<file path="src/rtl/core/assert_macros.svh">
// assertion macros shared by the rtl
`ifndef ASSERT_MACROS_SVH
`define ASSERT_MACROS_SVH

// clocked check, disabled while reset is active
`define ASSERT_CLK(lbl, clk_sig, rst_sig, prop, msg) \
    lbl: assert property (@(posedge clk_sig) disable iff (!rst_sig) prop) \
        else $error(msg);

// clocked check that also holds during reset
`define ASSERT_ALWAYS(lbl, clk_sig, prop, msg) \
    lbl: assert property (@(posedge clk_sig) prop) else $error(msg);

`endif

</file>
<file path="src/rtl/core/irc_tok_pkg.sv">
// types and constants for the irc line tokenizer
`timescale 1ns / 1ps

package irc_tok_pkg;

    localparam int POS_W = 10;
    localparam logic [POS_W-1:0] POS_SAT = 10'd1023;

    localparam logic [7:0] CH_COLON = 8'h3A;
    localparam logic [7:0] CH_SPACE = 8'h20;

    // byte classification codes
    localparam logic [1:0] BK_SEP     = 2'd0;
    localparam logic [1:0] BK_CMD     = 2'd1;
    localparam logic [1:0] BK_PARAM   = 2'd2;
    localparam logic [1:0] BK_DROPPED = 2'd3;

    // completed word codes
    localparam logic [1:0] WK_IGNORED = 2'd0;
    localparam logic [1:0] WK_CMD     = 2'd1;
    localparam logic [1:0] WK_PARAM   = 2'd2;
    localparam logic [1:0] WK_DROPPED = 2'd3;

    typedef struct packed {
        logic [7:0] data_byte;
        logic       last_byte;
    } tok_in_t;

    typedef struct packed {
        logic [7:0] byte_out;
        logic [1:0] byte_kind;
        logic [3:0] param_index;
        logic [8:0] byte_offset;
        logic       word_done;
        logic [1:0] word_kind;
        logic [9:0] word_length;
        logic [3:0] param_total;
        logic       line_done;
    } tok_out_t;

endpackage

</file>
<file path="src/rtl/core/irc_line_tokenizer.sv">
// irc line tokenizer: splits a message line into command and parameters
`timescale 1ns / 1ps
`include "assert_macros.svh"

// One byte of an IRC line (CR LF removed, last content byte flagged) enters per
// transaction and yields exactly one result transaction in the following cycle. A new
// byte is taken every cycle while the result register is empty or its result
// is taken in the same cycle, so the sustained rate is one byte per clock; the
// single result register between the per-byte decode and the output sets this
// figure. Word state clears after the flagged last byte, so the next line can
// follow immediately.
module irc_line_tokenizer #(
    parameter int CMD_LEN_MAX   = 16,
    parameter int PARAM_NUM_MAX = 15,
    parameter int PARAM_LEN_MAX = 512
) (
    input  logic                  clk,
    input  logic                  rst_n,
    input  logic                  byte_valid,
    output logic                  byte_ready,
    input  irc_tok_pkg::tok_in_t  byte_item,
    output logic                  result_valid,
    input  logic                  result_ready,
    output irc_tok_pkg::tok_out_t result_item
);

    localparam int PW = irc_tok_pkg::POS_W;
    localparam logic [PW-1:0] CMD_LIM   = PW'(CMD_LEN_MAX);
    localparam logic [PW-1:0] PARAM_LIM = PW'(PARAM_LEN_MAX);
    localparam logic [3:0]    NUM_LIM   = 4'(PARAM_NUM_MAX);

    logic          have_cmd_reg, have_cmd_next;
    logic [3:0]    pcount_reg, pcount_next;
    logic [PW-1:0] wpos_reg, wpos_next;
    logic          trail_reg, trail_next;
    logic          cur_cmd_reg, cur_cmd_next;
    logic          out_valid_reg, out_valid_next;
    irc_tok_pkg::tok_out_t out_reg, out_next;

    logic          accept;
    logic          is_space_br, is_trail_start, do_content, do_finish;
    logic          cur_cmd_eff;
    logic [PW-1:0] wpos_inc, wpos_after, fin_len;
    logic [3:0]    pidx;
    logic [PW-1:0] off;
    logic [1:0]    bkind, wkind;
    logic [PW-1:0] wlen;

    assign byte_ready = !out_valid_reg || result_ready;
    assign accept     = byte_valid && byte_ready;

    always_comb
    begin
        is_trail_start = !trail_reg && (wpos_reg == '0)
                         && (byte_item.data_byte == irc_tok_pkg::CH_COLON)
                         && !byte_item.last_byte;
        is_space_br    = !trail_reg && !is_trail_start
                         && (byte_item.data_byte == irc_tok_pkg::CH_SPACE);
        do_content     = !is_trail_start && !is_space_br;
        do_finish      = is_space_br || byte_item.last_byte;

        cur_cmd_eff = cur_cmd_reg;
        if (do_content && (wpos_reg == '0) && !trail_reg)
        begin
            cur_cmd_eff = !have_cmd_reg;
        end

        wpos_inc   = (wpos_reg < irc_tok_pkg::POS_SAT) ? wpos_reg + 1'b1 : wpos_reg;
        wpos_after = do_content ? wpos_inc : wpos_reg;
        fin_len    = is_space_br ? wpos_reg : wpos_after;

        bkind = irc_tok_pkg::BK_SEP;
        pidx  = '0;
        off   = '0;
        if (do_content)
        begin
            if (cur_cmd_eff && !trail_reg)
            begin
                if (wpos_reg < CMD_LIM)
                begin
                    bkind = irc_tok_pkg::BK_CMD;
                    off   = wpos_reg;
                end
                else
                begin
                    bkind = irc_tok_pkg::BK_DROPPED;
                end
            end
            else if ((pcount_reg < NUM_LIM) && (wpos_reg < PARAM_LIM))
            begin
                bkind = irc_tok_pkg::BK_PARAM;
                off   = wpos_reg;
                pidx  = pcount_reg;
            end
            else
            begin
                bkind = irc_tok_pkg::BK_DROPPED;
            end
        end

        // word completion, by a space or by the end of the line
        wkind         = irc_tok_pkg::WK_IGNORED;
        wlen          = '0;
        pcount_next   = pcount_reg;
        have_cmd_next = have_cmd_reg;
        if (do_finish)
        begin
            if (trail_reg || have_cmd_reg)
            begin
                if (pcount_reg < NUM_LIM)
                begin
                    wkind       = irc_tok_pkg::WK_PARAM;
                    wlen        = (fin_len < PARAM_LIM) ? fin_len : PARAM_LIM;
                    pidx        = pcount_reg;
                    pcount_next = pcount_reg + 1'b1;
                end
                else
                begin
                    wkind = irc_tok_pkg::WK_DROPPED;
                end
            end
            else if (fin_len != '0)
            begin
                wkind         = irc_tok_pkg::WK_CMD;
                wlen          = (fin_len < CMD_LIM) ? fin_len : CMD_LIM;
                have_cmd_next = 1'b1;
            end
        end

        trail_next   = trail_reg || is_trail_start;
        cur_cmd_next = (is_trail_start || is_space_br) ? 1'b0 : cur_cmd_eff;
        wpos_next    = is_space_br ? '0 : wpos_after;

        out_next.byte_out    = byte_item.data_byte;
        out_next.byte_kind   = bkind;
        out_next.param_index = pidx;
        out_next.byte_offset = off[8:0];
        out_next.word_done   = do_finish;
        out_next.word_kind   = wkind;
        out_next.word_length = wlen;
        out_next.param_total = pcount_next;
        out_next.line_done   = byte_item.last_byte;

        if (byte_item.last_byte)
        begin
            have_cmd_next = 1'b0;
            pcount_next   = '0;
            wpos_next     = '0;
            trail_next    = 1'b0;
            cur_cmd_next  = 1'b0;
        end

        out_valid_next = out_valid_reg;
        if (accept)
        begin
            out_valid_next = 1'b1;
        end
        else if (result_ready)
        begin
            out_valid_next = 1'b0;
        end
    end

    always_ff @(posedge clk or negedge rst_n)
    begin
        if (!rst_n)
        begin
            have_cmd_reg  <= 1'b0;
            pcount_reg    <= '0;
            wpos_reg      <= '0;
            trail_reg     <= 1'b0;
            cur_cmd_reg   <= 1'b0;
            out_valid_reg <= 1'b0;
        end
        else
        begin
            out_valid_reg <= out_valid_next;
            if (accept)
            begin
                have_cmd_reg <= have_cmd_next;
                pcount_reg   <= pcount_next;
                wpos_reg     <= wpos_next;
                trail_reg    <= trail_next;
                cur_cmd_reg  <= cur_cmd_next;
            end
        end
    end

    always_ff @(posedge clk)
    begin
        if (accept)
        begin
            out_reg <= out_next;
        end
    end

    assign result_valid = out_valid_reg;
    assign result_item  = out_reg;

    `ASSERT_CLK(a_line_clears, clk, rst_n, accept && byte_item.last_byte |=> wpos_reg == '0 && pcount_reg == '0 && !trail_reg && !have_cmd_reg, "state not cleared after last byte")
    `ASSERT_CLK(a_word_fields, clk, rst_n, result_valid && !result_item.word_done |-> result_item.word_kind == irc_tok_pkg::WK_IGNORED && result_item.word_length == '0, "word fields set without completion")
    `ASSERT_CLK(a_pcount_lim, clk, rst_n, pcount_reg <= NUM_LIM, "parameter count beyond limit")
    `ASSERT_CLK(a_cmd_offset, clk, rst_n, result_valid && result_item.byte_kind == irc_tok_pkg::BK_CMD |-> {1'b0, result_item.byte_offset} < CMD_LIM, "command byte kept beyond length limit")
    `ASSERT_CLK(a_result_taken, clk, rst_n, result_valid && !result_ready |=> result_valid && $stable(result_item), "pending result lost or changed")

endmodule
</file>
<file path="config.mk">
export PLATFORM = sky130hd
export DESIGN_NAME = irc_line_tokenizer
export DESIGN_NICKNAME = d
export VERILOG_FILES = /design/src/rtl/core/irc_tok_pkg.sv /design/src/rtl/core/irc_line_tokenizer.sv
export VERILOG_INCLUDE_DIRS = /design/src /design/src/rtl/core
export SDC_FILE = /design/constraint.sdc
export NUM_CORES = 1
export LEC_CHECK = 0
export BUFFER_PORTS_ARGS = -buffer_cell sky130_fd_sc_hd__buf_2
export CORE_MARGIN = 5
export CORE_UTILIZATION = 59
export DETAILED_ROUTE_END_ITERATION = 16
export GPL_TIMING_DRIVEN = 0
export PLACE_DENSITY_LB_ADDON = 0.05
export SETUP_SLACK_MARGIN = 0.1
export SKIP_LAST_GASP = 1
export SYNTH_ARGS = -nofsm -noshare
export SYNTH_HDL_FRONTEND = slang
export SYNTH_SLANG_ARGS = --single-unit
export TNS_END_PERCENT = 5
</file>
<file path="constraint.sdc">
create_clock -name clk -period 8.58 [get_ports clk]
set_clock_uncertainty 0.1 [all_clocks]
set_input_delay 1.287 -clock clk [delete_from_list [all_inputs] [get_ports clk]]
set_output_delay 1.287 -clock clk [all_outputs]
set_load 0.01 [all_outputs]
</file>
After elaboration in Yosys (flattened, before gate mapping)
Cells that the tools add are included.
Operators by class
  add/subtract/negate cells: 2
  multipliers: 0
  divide/modulo/power cells: 0
  $lt $le $gt $ge: 6
  eq/ne operators: 3
  shifts and indexed selects: 0
  mux-type cells: 39
  bitwise operators: 0
  reductions and logical operators: 28
Operators by type and width (count)
  $mux W10: 10
  $mux W4: 10
  $lt A10 B10 Y1 const B: 3
  $mux W9: 3
  $lt A10 B5 Y1 const B: 2
  $eq A8 B6 Y1 const B: 2
  $mux W1: 13
  $logic_and A1 B1 Y1: 11
  $add A10 B1 Y10 const B: 1
  $logic_not A10 Y1: 1
  $reduce_bool A10 Y1: 1
  $logic_not A1 Y1: 6
  $mux W2: 3
  $reduce_bool A2 Y1: 3
  $logic_or A1 B1 Y1: 5
  $add A4 B1 Y4 const B: 1
  $lt A4 B4 Y1 const B: 1
  $reduce_and A4 Y1: 1
  $ne A2 B2 Y1 const B: 1
Storage, ports and cells
  flip-flop bits (word level): 59
  latch bits: 0
  bits in writable memories: 0
  memory bits (read-only): 0
  output and inout bits: 43
  memories: 0

Longest topological paths before layout
Gate-level depths: netlist of the first run.
  word-level depth: 18
  mapped depth: 11

Worst setup path before layout of the first run
OpenSTA, ideal clock, no wires.
  kind: input port to flip-flop
  start point: in byte_item[3] (netlist bit)
  end point: reg out_reg, in the netlist result_item[15], data pin
  setup time: 261 ps
  data arrival time: 3420 ps
  path slack: 4800 ps
  stages: 8
  path through: or4b_4 > or2_0 > buf_6 > o32ai_4 > o211ai_2 > o41a_1 > or3_1 > o311a_1
On the way
  longest elaborated chain between the ends: 13
  elaborated cells on any way between the ends: 15
Ends and longest elaborated chain
  start: declaration: RTL line irc_line_tokenizer.sv:21  | input irc_tok_pkg::tok_in_t byte_item,
  $eq A8 B6 Y1: RTL line irc_line_tokenizer.sv:55  | && (byte_item.data_byte == irc_tok_pkg::CH_COLON)
  $logic_and A1 B1 Y1: RTL line irc_line_tokenizer.sv:55
  $logic_and A1 B1 Y1: RTL line irc_line_tokenizer.sv:56  | && !byte_item.last_byte;
  $logic_not A1 Y1: RTL line irc_line_tokenizer.sv:57, irc_line_tokenizer.sv:59
  $logic_and A1 B1 Y1: RTL line irc_line_tokenizer.sv:57  | is_space_br = !trail_reg && !is_trail_start
  $logic_and A1 B1 Y1: RTL line irc_line_tokenizer.sv:58  | && (byte_item.data_byte == irc_tok_pkg::CH_SPACE);
  $logic_not A1 Y1: RTL line irc_line_tokenizer.sv:59  | do_content = !is_trail_start && !is_space_br;
  $logic_and A1 B1 Y1: RTL line irc_line_tokenizer.sv:59
  $mux W10: RTL line irc_line_tokenizer.sv:69  | wpos_after = do_content ? wpos_inc : wpos_reg;
  $mux W10: RTL line irc_line_tokenizer.sv:70  | fin_len = is_space_br ? wpos_reg : wpos_after;
  $reduce_bool A10 Y1: RTL line irc_line_tokenizer.sv:122  | else if (fin_len != '0)
  $mux W1: RTL line irc_line_tokenizer.sv:122
  $mux W2: RTL line irc_line_tokenizer.sv:108  | if (trail_reg || have_cmd_reg)
  end signal: assignment: RTL line irc_line_tokenizer.sv:193  | out_reg <= out_next;
  end: declaration: RTL line irc_line_tokenizer.sv:38  | irc_tok_pkg::tok_out_t out_reg, out_next;
Several ways; a longest one is shown, not always the timed one.
A chain may end at the register's enable or synchronous reset.

Worst setup path in the final report of the first run
  start point: in byte_item[2] (netlist bit)
  end point: reg out_reg, in the netlist result_item[12], data pin
On the way
  elaborated cells on any way between the ends: 20
RTL lines
  $eq A8 B6 Y1: RTL line irc_line_tokenizer.sv:55
  $logic_and A1 B1 Y1: RTL line irc_line_tokenizer.sv:55
  $logic_and A1 B1 Y1: RTL line irc_line_tokenizer.sv:56
  $logic_not A1 Y1: RTL line irc_line_tokenizer.sv:57
  $logic_and A1 B1 Y1: RTL line irc_line_tokenizer.sv:57
  $logic_and A1 B1 Y1 *: RTL line irc_line_tokenizer.sv:58
  $logic_or A1 B1 Y1 *: RTL line irc_line_tokenizer.sv:60  | do_finish = is_space_br || byte_item.last_byte;
  net do_finish: RTL line irc_line_tokenizer.sv:41  | logic is_space_br, is_trail_start, do_content, do_finish;
Mark *: on every way through the listed nets, which the timed path passes. The rest lies on a longest branch.

==> reports/results.txt, run 1 <==
Status - complete, no violations
CP Max Fanout - 9
HP Class - reg -> reg
Share of the synthesized area in the top cell type - 0.427
Count of different cell masters after synthesis - 57
Ant. Diodes - 0
Most frequent cells after synthesis - edfxtp_1 (41), nor2_1 (24), nand2_1 (20), dfrtp_1 (18), a21oi_1 (13)
CTS max path bufs - 2
GRT overflow - 0
PwrDens - 195 nW/µm²
Worst reg2reg endpoint - result_item[15]$_SDFFCE_PP0P_
Leakage - 1.42 nW
RD Place Congestion - 0.917
Area of the multi-input gates - 1110 µm²
Worst path bufs/invs - 5
Num ports - 56
CP required - 8.63 ns
Post-synth EDFFs - 41
Die Width - 79.9 µm
Worst R2R Path Depth - 9
Routed vias/inst - 5.88
Layout Nets - 336
Ranking of synthesized cells by area - edfxtp_1 (43%), dfrtp_1 (16%), nor2_1 (3.1%)
Vias - 2304
Post-Syn Nets - 269
Worst Setup End Kind - register
Global-route usage over all layers - 0.234
Setup crit start kind - input port
Final setup violating endpoints - 0
Worst rel slew slack - 0.465
# H-tree levels - 3
Fin. max-slew vios - 0
WL/cell - 17.4 µm
Post-DRT Antenna Nets - 0
Critical hold path startpoint - cur_cmd_reg$_DFFE_PN0P_
Most common cell in the synthesized netlist - edfxtp_1
First-pass DRT Iterations - 4
RSZ-0062 raised after global routing - false
Top delay family on crit path - simple AND/OR/NAND/NOR gates
Initial drt markers - 227
Row cnt - 25
R2R Setup Slk - 4.84 ns
Fill cells - 341
Min Tclk post-route - 3.94 ns
Area growth, synth to finish - 18.9%
Synth warn - 0
Die area - 6380 µm²
Hold EP - cur_cmd_reg$_DFFE_PN0P_
Initial antenna violation count - 0
Hold Buf Count CTS - 0
Max Cap Viol - 0
Max FFs per register - 41
Post-synthesis sequential element count - 59
Slew @ Worst Pin - 0.791 ns
CP most frequent cell - buf_2
CP arrival - 3.99 ns
Hold Slack - 0.438 ns
IO buf count - 55
Share of layout cells above drive strength 1 - 0.252
Hold path cells - 2
Largest net degree at the start of global routing - 37
Worst-path cell chain - buf_2 -> or4_1 -> buf_2 -> nor3_2 -> nor2_1 -> inv_2 -> o21ai_1 -> inv_2 -> and2_1 -> buf_2 -> nand2_1 -> a311oi_1
Hold Fails Final Rpt - 0
DP HPWL - 4920 µm
Max stage delay on crit path - 0.49 ns
Clk_lat worst skew - 0.33 ns
Post-synth top area cell - edfxtp_1
Post-CTS Setup Bufs - 0
Die Y - 79.9 µm
Global-route wire length before repair - 11100 µm
Initial core utilization - 0.610
DRC violations left - 0
F_max - 254 MHz
Reg area - 1680 µm²
CTS tree - built
# resized after CTS - 0
Mean Syn Cell Area - 11.4 µm²
Period utilisation layout - 0.459
Maximum vdd drop - 0.142 mV
Post-Route WL - 6830 µm
Design area - 3420 µm²
Num CTS Buffers - 9
Top FF cell, synth - edfxtp_1
Crit Path Category - in -> reg
Post-DP Area - 3260 µm²
Post-Synthesis Cells - 253
Reg clk slew, reported paths - 0.06 ns
Clk sinks - 59
FF-to-FF Start - wpos_reg[0]$_DFFE_PN0P_
Core Area - 4720 µm²
Slowest cell on crit path - or4_1
Vias in the first global route - 2204
Mapped cell area - 2880 µm²
Setup_tns - 0 ns
Post-synthesis async set-or-reset flop share - 0.305
Clk root buf - clkbuf_8
Share of the yosys chip area belonging to registers - 0.584
-- worst reg2reg max path, cell delays in order (launching register included) --
cell and delay (ns):
dfrtp_1 0.44, inv_1 0.18, ha_1 0.18, nor4b_1 0.65, nand3_1 0.41, o32ai_4 0.53
o211ai_2 0.11, o41a_1 0.15, or3_1 0.42, o311a_1 0.31
-- kinds of logic after synthesis --
| kind of cell | synth area share |
|---|---|
| AND/OR/NAND/NOR | 0.177 |
| AO/OA/AOI/OAI | 0.162 |
| flip-flops | 0.584 |
| buffers and inverters | 0.0295 |
| multiplexers | 0.0256 |
| XOR/XNOR | 0.00912 |
| adder cells (fa/ha/maj) | 0.0130 |
-- metrics by stage --
stage          std cells  utilization  setup WS, ns  power [mW]
4_1_cts              392        0.725          4.70       0.673
2_1_floorplan        253            -          4.80       0.419
5_1_grt              392        0.725          4.49       0.701
3_5_place_dp         376        0.690          4.36       0.462
3_3_place_gp         375        0.686          3.84       0.459
6_report             392        0.725          4.64       0.669
-- worst max path at each step --
stage	endpoint	from	cells after the start
5_1_grt	result_item[11]$_SDFFCE_PP0P_	byte_item[2]	12
3_3_place_gp	wpos_reg[4]$_DFFE_PN0P_	result_ready	7
2_1_floorplan	result_item[15]$_SDFFCE_PP0P_	byte_item[3]	8
3_5_place_dp	result_item[12]$_SDFFCE_PP0P_	byte_item[2]	12
4_1_cts	result_item[12]$_SDFFCE_PP0P_	byte_item[2]	12
6_report	result_item[12]$_SDFFCE_PP0P_	byte_item[2]	12
-- cell type report --
type	instances	share of cell area
clock buffers	13	0.0435
multi-input cells	174	0.325
well taps	67	0.0245
inverters	10	0.0110
clock inverters	3	0.00402
repair buffers	56	0.0863
plain buffers	10	0.0143
flip-flops and latches	59	0.491
-- placed cells by master, fill, tap and decap left out, types with 5 or more instances in the layout --
cell	count
edfxtp_1	41
nand2_1	20
clkbuf_8	10
dfrtp_1	18
o21a_1	5
clkbuf_1	9
o21ai_0	11
nand3_1	9
a21oi_1	13
inv_1	8
and3_1	11
buf_2	57
nor2_1	24
-- per-layer routing --
layer  global-route usage  part of all wire  up-vias
met4               0.0912             0.012        0
met1                0.320              0.43     1083
met2                0.369              0.47      105
met5                    0                 0        -
li1                     -                 -     1105
met3               0.0451             0.089       11
-- power by group --
group / switching [mW] / internal (mW) / total (mW)
registers: 0.0127 / 0.331 / 0.344
logic: 0.0717 / 0.0420 / 0.114
clock network: 0.101 / 0.111 / 0.212
total: 0.185 / 0.484 / 0.669
No activity file was read; power rests on OpenSTA's default activity.
==> inputs of run 2 (changes only) <==
--- a/config.mk
+++ b/config.mk
@@ -8,7 +8,7 @@
 export LEC_CHECK = 0
 export BUFFER_PORTS_ARGS = -buffer_cell sky130_fd_sc_hd__buf_2
 export CORE_MARGIN = 5
-export CORE_UTILIZATION = 59
+export CORE_UTILIZATION = 49
 export DETAILED_ROUTE_END_ITERATION = 16
 export GPL_TIMING_DRIVEN = 0
 export PLACE_DENSITY_LB_ADDON = 0.05
==> constraint.sdc (replaced) <==
create_clock -name clk -period 3.4 [get_ports clk]
set_clock_uncertainty 0.1 [all_clocks]
set_input_delay 0.51 -clock clk [delete_from_list [all_inputs] [get_ports clk]]
set_output_delay 0.51 -clock clk [all_outputs]
set_load 0.01 [all_outputs]
==> reports/results.txt, run 2 (same netlist as run 1, synthesis figures left out) <==
Pre-CTS setup slack - -0.222 ns
F_max - 310 MHz
CTS tree - built
Hold Buf Count CTS - 0
Die Width - 86.7 µm
Hold Fails Final Rpt - 0
Worst rel slew slack - 0.628
Num ports - 56
Min Tclk post-route - 3.22 ns
Status - complete, no violations
Commonest cells after routing, fill and taps aside - buf_2 (57), edfxtp_1 (41), nor2_1 (24)
Global-route usage over all layers - 0.204
DRC violations left - 0
Vias - 2369
Worst Setup End Kind - register
Largest net degree at the start of global routing - 31
Initial drt markers - 200
Fin. max-slew vios - 0
Worst-path cell chain - or4_1 -> buf_2 -> o31ai_2 -> mux2i_1 -> a21boi_1 -> nand4_1 -> or3_1 -> o311a_1
Final setup violating endpoints - 0
Ant. Diodes - 0
Vias in the first global route - 2225
Fill cells - 514
Reg area - 1680 µm²
Initial antenna violation count - 0
Area of the multi-input gates - 1160 µm²
IO buf count - 55
CTS max path bufs - 2
Clk root buf - clkbuf_8
Num CTS Buffers - 9
DP HPWL - 5060 µm
Initial core utilization - 0.495
GRT overflow - 0
Reg clk slew, reported paths - 0.07 ns
CP arrival - 3.21 ns
Commonest non-fill, non-tap cell in the layout - buf_2
RSZ-0062 raised after global routing - true
Post-Route WL - 7280 µm
Row cnt - 28
Die Y - 86.7 µm
Global-route wire length before repair - 11500 µm
Worst setup slack after layout - 0.177 ns
Crit Path Category - reg -> reg
WL/cell - 17.9 µm
CP required - 3.39 ns
Die area - 7510 µm²
Slowest cell on crit path - or4_1
Maximum vdd drop - 0.318 mV
# H-tree levels - 3
Clk_lat worst skew - 0.34 ns
Setup crit start kind - register
Period utilisation layout - 0.948
PwrDens - 540 nW/µm²
Routed vias/inst - 5.83
Layout Nets - 342
Max Cap Viol - 0
Clk sinks - 59
First-pass DRT Iterations - 4
Area growth, synth to finish - 25.0%
Leakage - 1.51 nW
Post-DRT Antenna Nets - 0
Max FFs per register - 41
Slew @ Worst Pin - 0.559 ns
RD Place Congestion - 0.885
Final Power - 1.94 mW
CP Max Fanout - 7
Share of layout cells above drive strength 1 - 0.290
Core Area - 5820 µm²
Final core occ - 0.619
Max stage delay on crit path - 0.52 ns
HP Class - in -> async
run 2: layout make-up:
cell class | instances | share of cell area
buffer | 10 | 0.0136
clock buffer | 10 | 0.0382
clock inverter | 6 | 0.0285
inverter | 10 | 0.0104
multi-input combinational | 174 | 0.322
sequential | 59 | 0.467
tap | 75 | 0.0261
timing repair buffer | 62 | 0.0945
run 2: stage by stage:
step | std cells | hold WS, ns | area, µm² | setup TNS (ns)
final | 406 | 0.0128 | 3600 | 0
after global routing | 406 | 0.0408 | 3600 | 0
after CTS | 402 | 0.0191 | 3540 | 0
after detailed placement | 384 | 0.399 | 3270 | -0.635
after global placement | 383 | 0.397 | 3250 | -5.01
after floorplan | 253 | 0.114 | 2880 | 0
run 2: worst paths after layout:
kind	from	slack, ns	cells past startpoint	end
worst max-delay path	trail_reg$_DFFE_PN0P_	0.18	8	result_item[15]$_SDFFCE_PP0P_
worst min-delay path	rst_n	0.01	1	pcount_reg[2]$_DFFE_PN0P_
worst max register to register	trail_reg$_DFFE_PN0P_	0.18	8	result_item[15]$_SDFFCE_PP0P_
worst min register to register	cur_cmd_reg$_DFFE_PN0P_	0.44	2	cur_cmd_reg$_DFFE_PN0P_
max in group asynchronous	rst_n	2.87	1	wpos_reg[1]$_DFFE_PN0P_
min in group clk	byte_item[6]	0.26	1	result_item[38]$_DFFE_PP_
run 2: metal layers:
| layer | part of all wire | track usage |
|---|---|---|
| met3 | 0.090 | 0.0665 |
| met4 | 0.026 | 0.0793 |
| met1 | 0.44 | 0.278 |
| met2 | 0.44 | 0.303 |
| met5 | 0 | 0 |
run 2: power breakdown:
| group | internal [mW] | switching, mW | total, mW |
|---|---|---|---|
| clock | 0.501 | 0.277 | 0.778 |
| combinational | 0.113 | 0.184 | 0.297 |
| sequential | 0.835 | 0.0332 | 0.868 |
run 2: worst max-delay path: cells and delay by family (launching register included):
kind | cells | cell delay [ns]
AO/OA/AOI/OAI | 3 | 0.78
buffers and inverters | 1 | 0.20
flip-flops | 1 | 0.43
multiplexers | 1 | 0.32
AND/OR/NAND/NOR | 3 | 1.13
run 2: repair_timing:
item	4_1_cts	5_1_grt
pin swaps	1	1
buffers inserted	2	4
gates resized for setup	3	5
setup endpoints to repair	18	16
==> inputs of run 3 (changes only) <==
--- a/config.mk
+++ b/config.mk
@@ -6,13 +6,12 @@
 export SDC_FILE = /design/constraint.sdc
 export NUM_CORES = 1
 export LEC_CHECK = 0
-export BUFFER_PORTS_ARGS = -buffer_cell sky130_fd_sc_hd__buf_2
 export CORE_MARGIN = 5
-export CORE_UTILIZATION = 49
+export CORE_UTILIZATION = 57
 export DETAILED_ROUTE_END_ITERATION = 16
+export DONT_BUFFER_PORTS = 1
 export GPL_TIMING_DRIVEN = 0
 export PLACE_DENSITY_LB_ADDON = 0.05
-export SETUP_SLACK_MARGIN = 0.1
 export SKIP_LAST_GASP = 1
 export SYNTH_ARGS = -nofsm -noshare
 export SYNTH_HDL_FRONTEND = slang
==> reports/results.txt, run 3 (same netlist as run 1, synthesis figures left out) <==
Status - complete, no violations
Crit Path Category - reg -> reg
RD Place Congestion - 0.951
Die area - 6570 µm²
# H-tree levels - 3
F_max - 302 MHz
Num ports - 56
Met3 usage - 0.0676
Period utilisation layout - 0.974
Hold EP - result_item[34]$_DFFE_PP_
Combinational share of power - 0.139
CP arrival - 3.30 ns
Internal power - 1.17 mW
Global-route wire length before repair - 10500 µm
Placed cell count - 321
Gr busiest metal - met1
Share of layout cells above drive strength 1 - 0.107
Clk_lat worst skew - 0.34 ns
Reg clk slew, reported paths - 0.07 ns
Die Y - 81.1 µm
Layout Nets - 283
Final Power - 1.64 mW
GRT met1 Usage - 0.315
Fin. max-slew vios - 0
Maximum vdd drop - 0.319 mV
Leakage - 1.21 nW
Clock Power Share - 0.314
Row cnt - 25
Met2 global-route usage - 0.307
Post-Route WL - 6820 µm
DRC violations left - 0
Slew @ Worst Pin - 0.896 ns
Routed vias/inst - 6.14
Initial drt markers - 220
CTS max path bufs - 2
HP Class - in -> reg
Hold path cells - 0
CP Max Fanout - 7
Power share of the sequential group - 0.547
Critical hold path startpoint - byte_item[2]
Commonest cells after routing, fill and taps aside - edfxtp_1 (41), nor2_1 (24), nand2_1 (20)
Vias in the first global route - 1962
Worst R2R Path Depth - 9
Worst Setup End Kind - register
FF-to-FF Start - wpos_reg[0]$_DFFE_PN0P_
Core Area - 4820 µm²
Min Tclk post-route - 3.31 ns
Max Cap Viol - 0
Initial core utilization - 0.598
Die Width - 81.1 µm
Final setup violating endpoints - 0
Commonest non-fill, non-tap cell in the layout - edfxtp_1
DP HPWL - 4770 µm
Worst rel slew slack - 0.400
Max FFs per register - 41
Num CTS Buffers - 9
First-pass DRT Iterations - 5
IO buf count - 0
Largest net degree at the start of global routing - 27
Vias - 2087
WL/cell - 20.1 µm
Hold Fails Final Rpt - 0
Clk sinks - 59
CTS tree - built
Area growth, synth to finish - 10.5%
CP required - 3.38 ns
Fill cells - 389
Switching Fraction - 0.282
Post-DRT Antenna Nets - 0
Initial antenna violation count - 1
RSZ-0062 raised after global routing - true
Global-route usage over all layers - 0.221
Layout Cells excl Fill - 340
Switching component of the power - 0.461 mW
GRT overflow - 0
R2R Setup Slk - 0.09 ns
Worst reg2reg endpoint - result_item[15]$_SDFFCE_PP0P_
PwrDens - 514 nW/µm²
Setup crit start kind - register
Clk root buf - clkbuf_8
==> run 3: cell types whose count changed in the layout (fill, tap and decap cells not counted), moves of 2 or more <==
cell | previous run | this run
bufinv_16 | 3 | 0
clkbuf_1 | 6 | 8
buf_4 | 6 | 1
buf_2 | 57 | 2
==> run 3: final cells by class <==
type,instances,area [µm²],share of cell area
antenna,1,2.50,0.000786
sequential,59,1680,0.528
tap,67,83.8,0.0263
clock buffer,11,131,0.0413
inverter,10,37.5,0.0118
clock inverter,5,21.3,0.00668
buffer,10,48.8,0.0153
multi-input combinational,174,1130,0.355
timing repair buffer,3,45.0,0.0142
==> run 3: how the worst max path moves through the flow <==
stage                                 start                       endpoint  slack [ns]  cells past startpoint
global route        wpos_reg[0]$_DFFE_PN0P_  result_item[15]$_SDFFCE_PP0P_        -0.1                      9
detailed placement  wpos_reg[0]$_DFFE_PN0P_  result_item[15]$_SDFFCE_PP0P_       -0.29                      9
finish              wpos_reg[0]$_DFFE_PN0P_  result_item[15]$_SDFFCE_PP0P_        0.09                      9
floorplan           wpos_reg[0]$_DFFE_PN0P_  result_item[15]$_SDFFCE_PP0P_        0.38                      9
global placement               result_ready        wpos_reg[4]$_DFFE_PN0P_       -0.53                      6
CTS                 wpos_reg[0]$_DFFE_PN0P_  result_item[15]$_SDFFCE_PP0P_        0.03                      9
==> run 3: critical path, stage by stage, from the launching register on <==
cell	delay [ns]
dfrtp_1	0.45
inv_1	0.18
ha_1	0.16
nor4b_2	0.44
nand3_2	0.27
o32ai_4	0.47
o211ai_2	0.11
o41a_1	0.14
or3_1	0.42
o311a_1	0.32
==> run 3: metal layers <==
| layer | vias to the layer above | part of all wire | routed length (µm) |
|---|---|---|---|
| li1 | 994 | - | - |
| met1 | 980 | 0.46 | 3120 |
| met2 | 102 | 0.44 | 3010 |
| met3 | 11 | 0.084 | 574 |
| met4 | 0 | 0.017 | 118 |
| met5 | - | 0 | 0 |
==> run 3: power by group through the flow <==
stage          sequential, mW  clock, mW  combinational, mW
6_report                0.894      0.513              0.228
5_1_grt                 0.901      0.562              0.254
3_5_place_dp            0.908          0              0.215
3_3_place_gp            0.910          0              0.209
4_1_cts                 0.895      0.523              0.224
2_1_floorplan           0.899          0              0.160
==> run 3: through the flow <==
step	cell area [µm²]	setup slack, ns	util	setup TNS [ns]	hold slack, ns
4_1_cts	3170	0.0281	0.658	0	0.153
5_1_grt	3180	-0.0955	0.661	-0.0969	0.148
3_3_place_gp	2960	-0.529	0.615	-4.95	0.115
2_1_floorplan	2880	0.378	-	0	0.114
6_report	3180	0.0868	0.661	0	0.164
3_5_place_dp	2990	-0.289	0.621	-1.82	0.115
==> run 3: timing repair <==
item                       in CTS  in global routing
hold buffers                    1                  0
resized for setup               1                  2
setup endpoints to repair      18                 12
pin swaps                       1                  0
setup buffers                   1                  0
hold endpoints to repair       18                  0
cloned                          0                  0
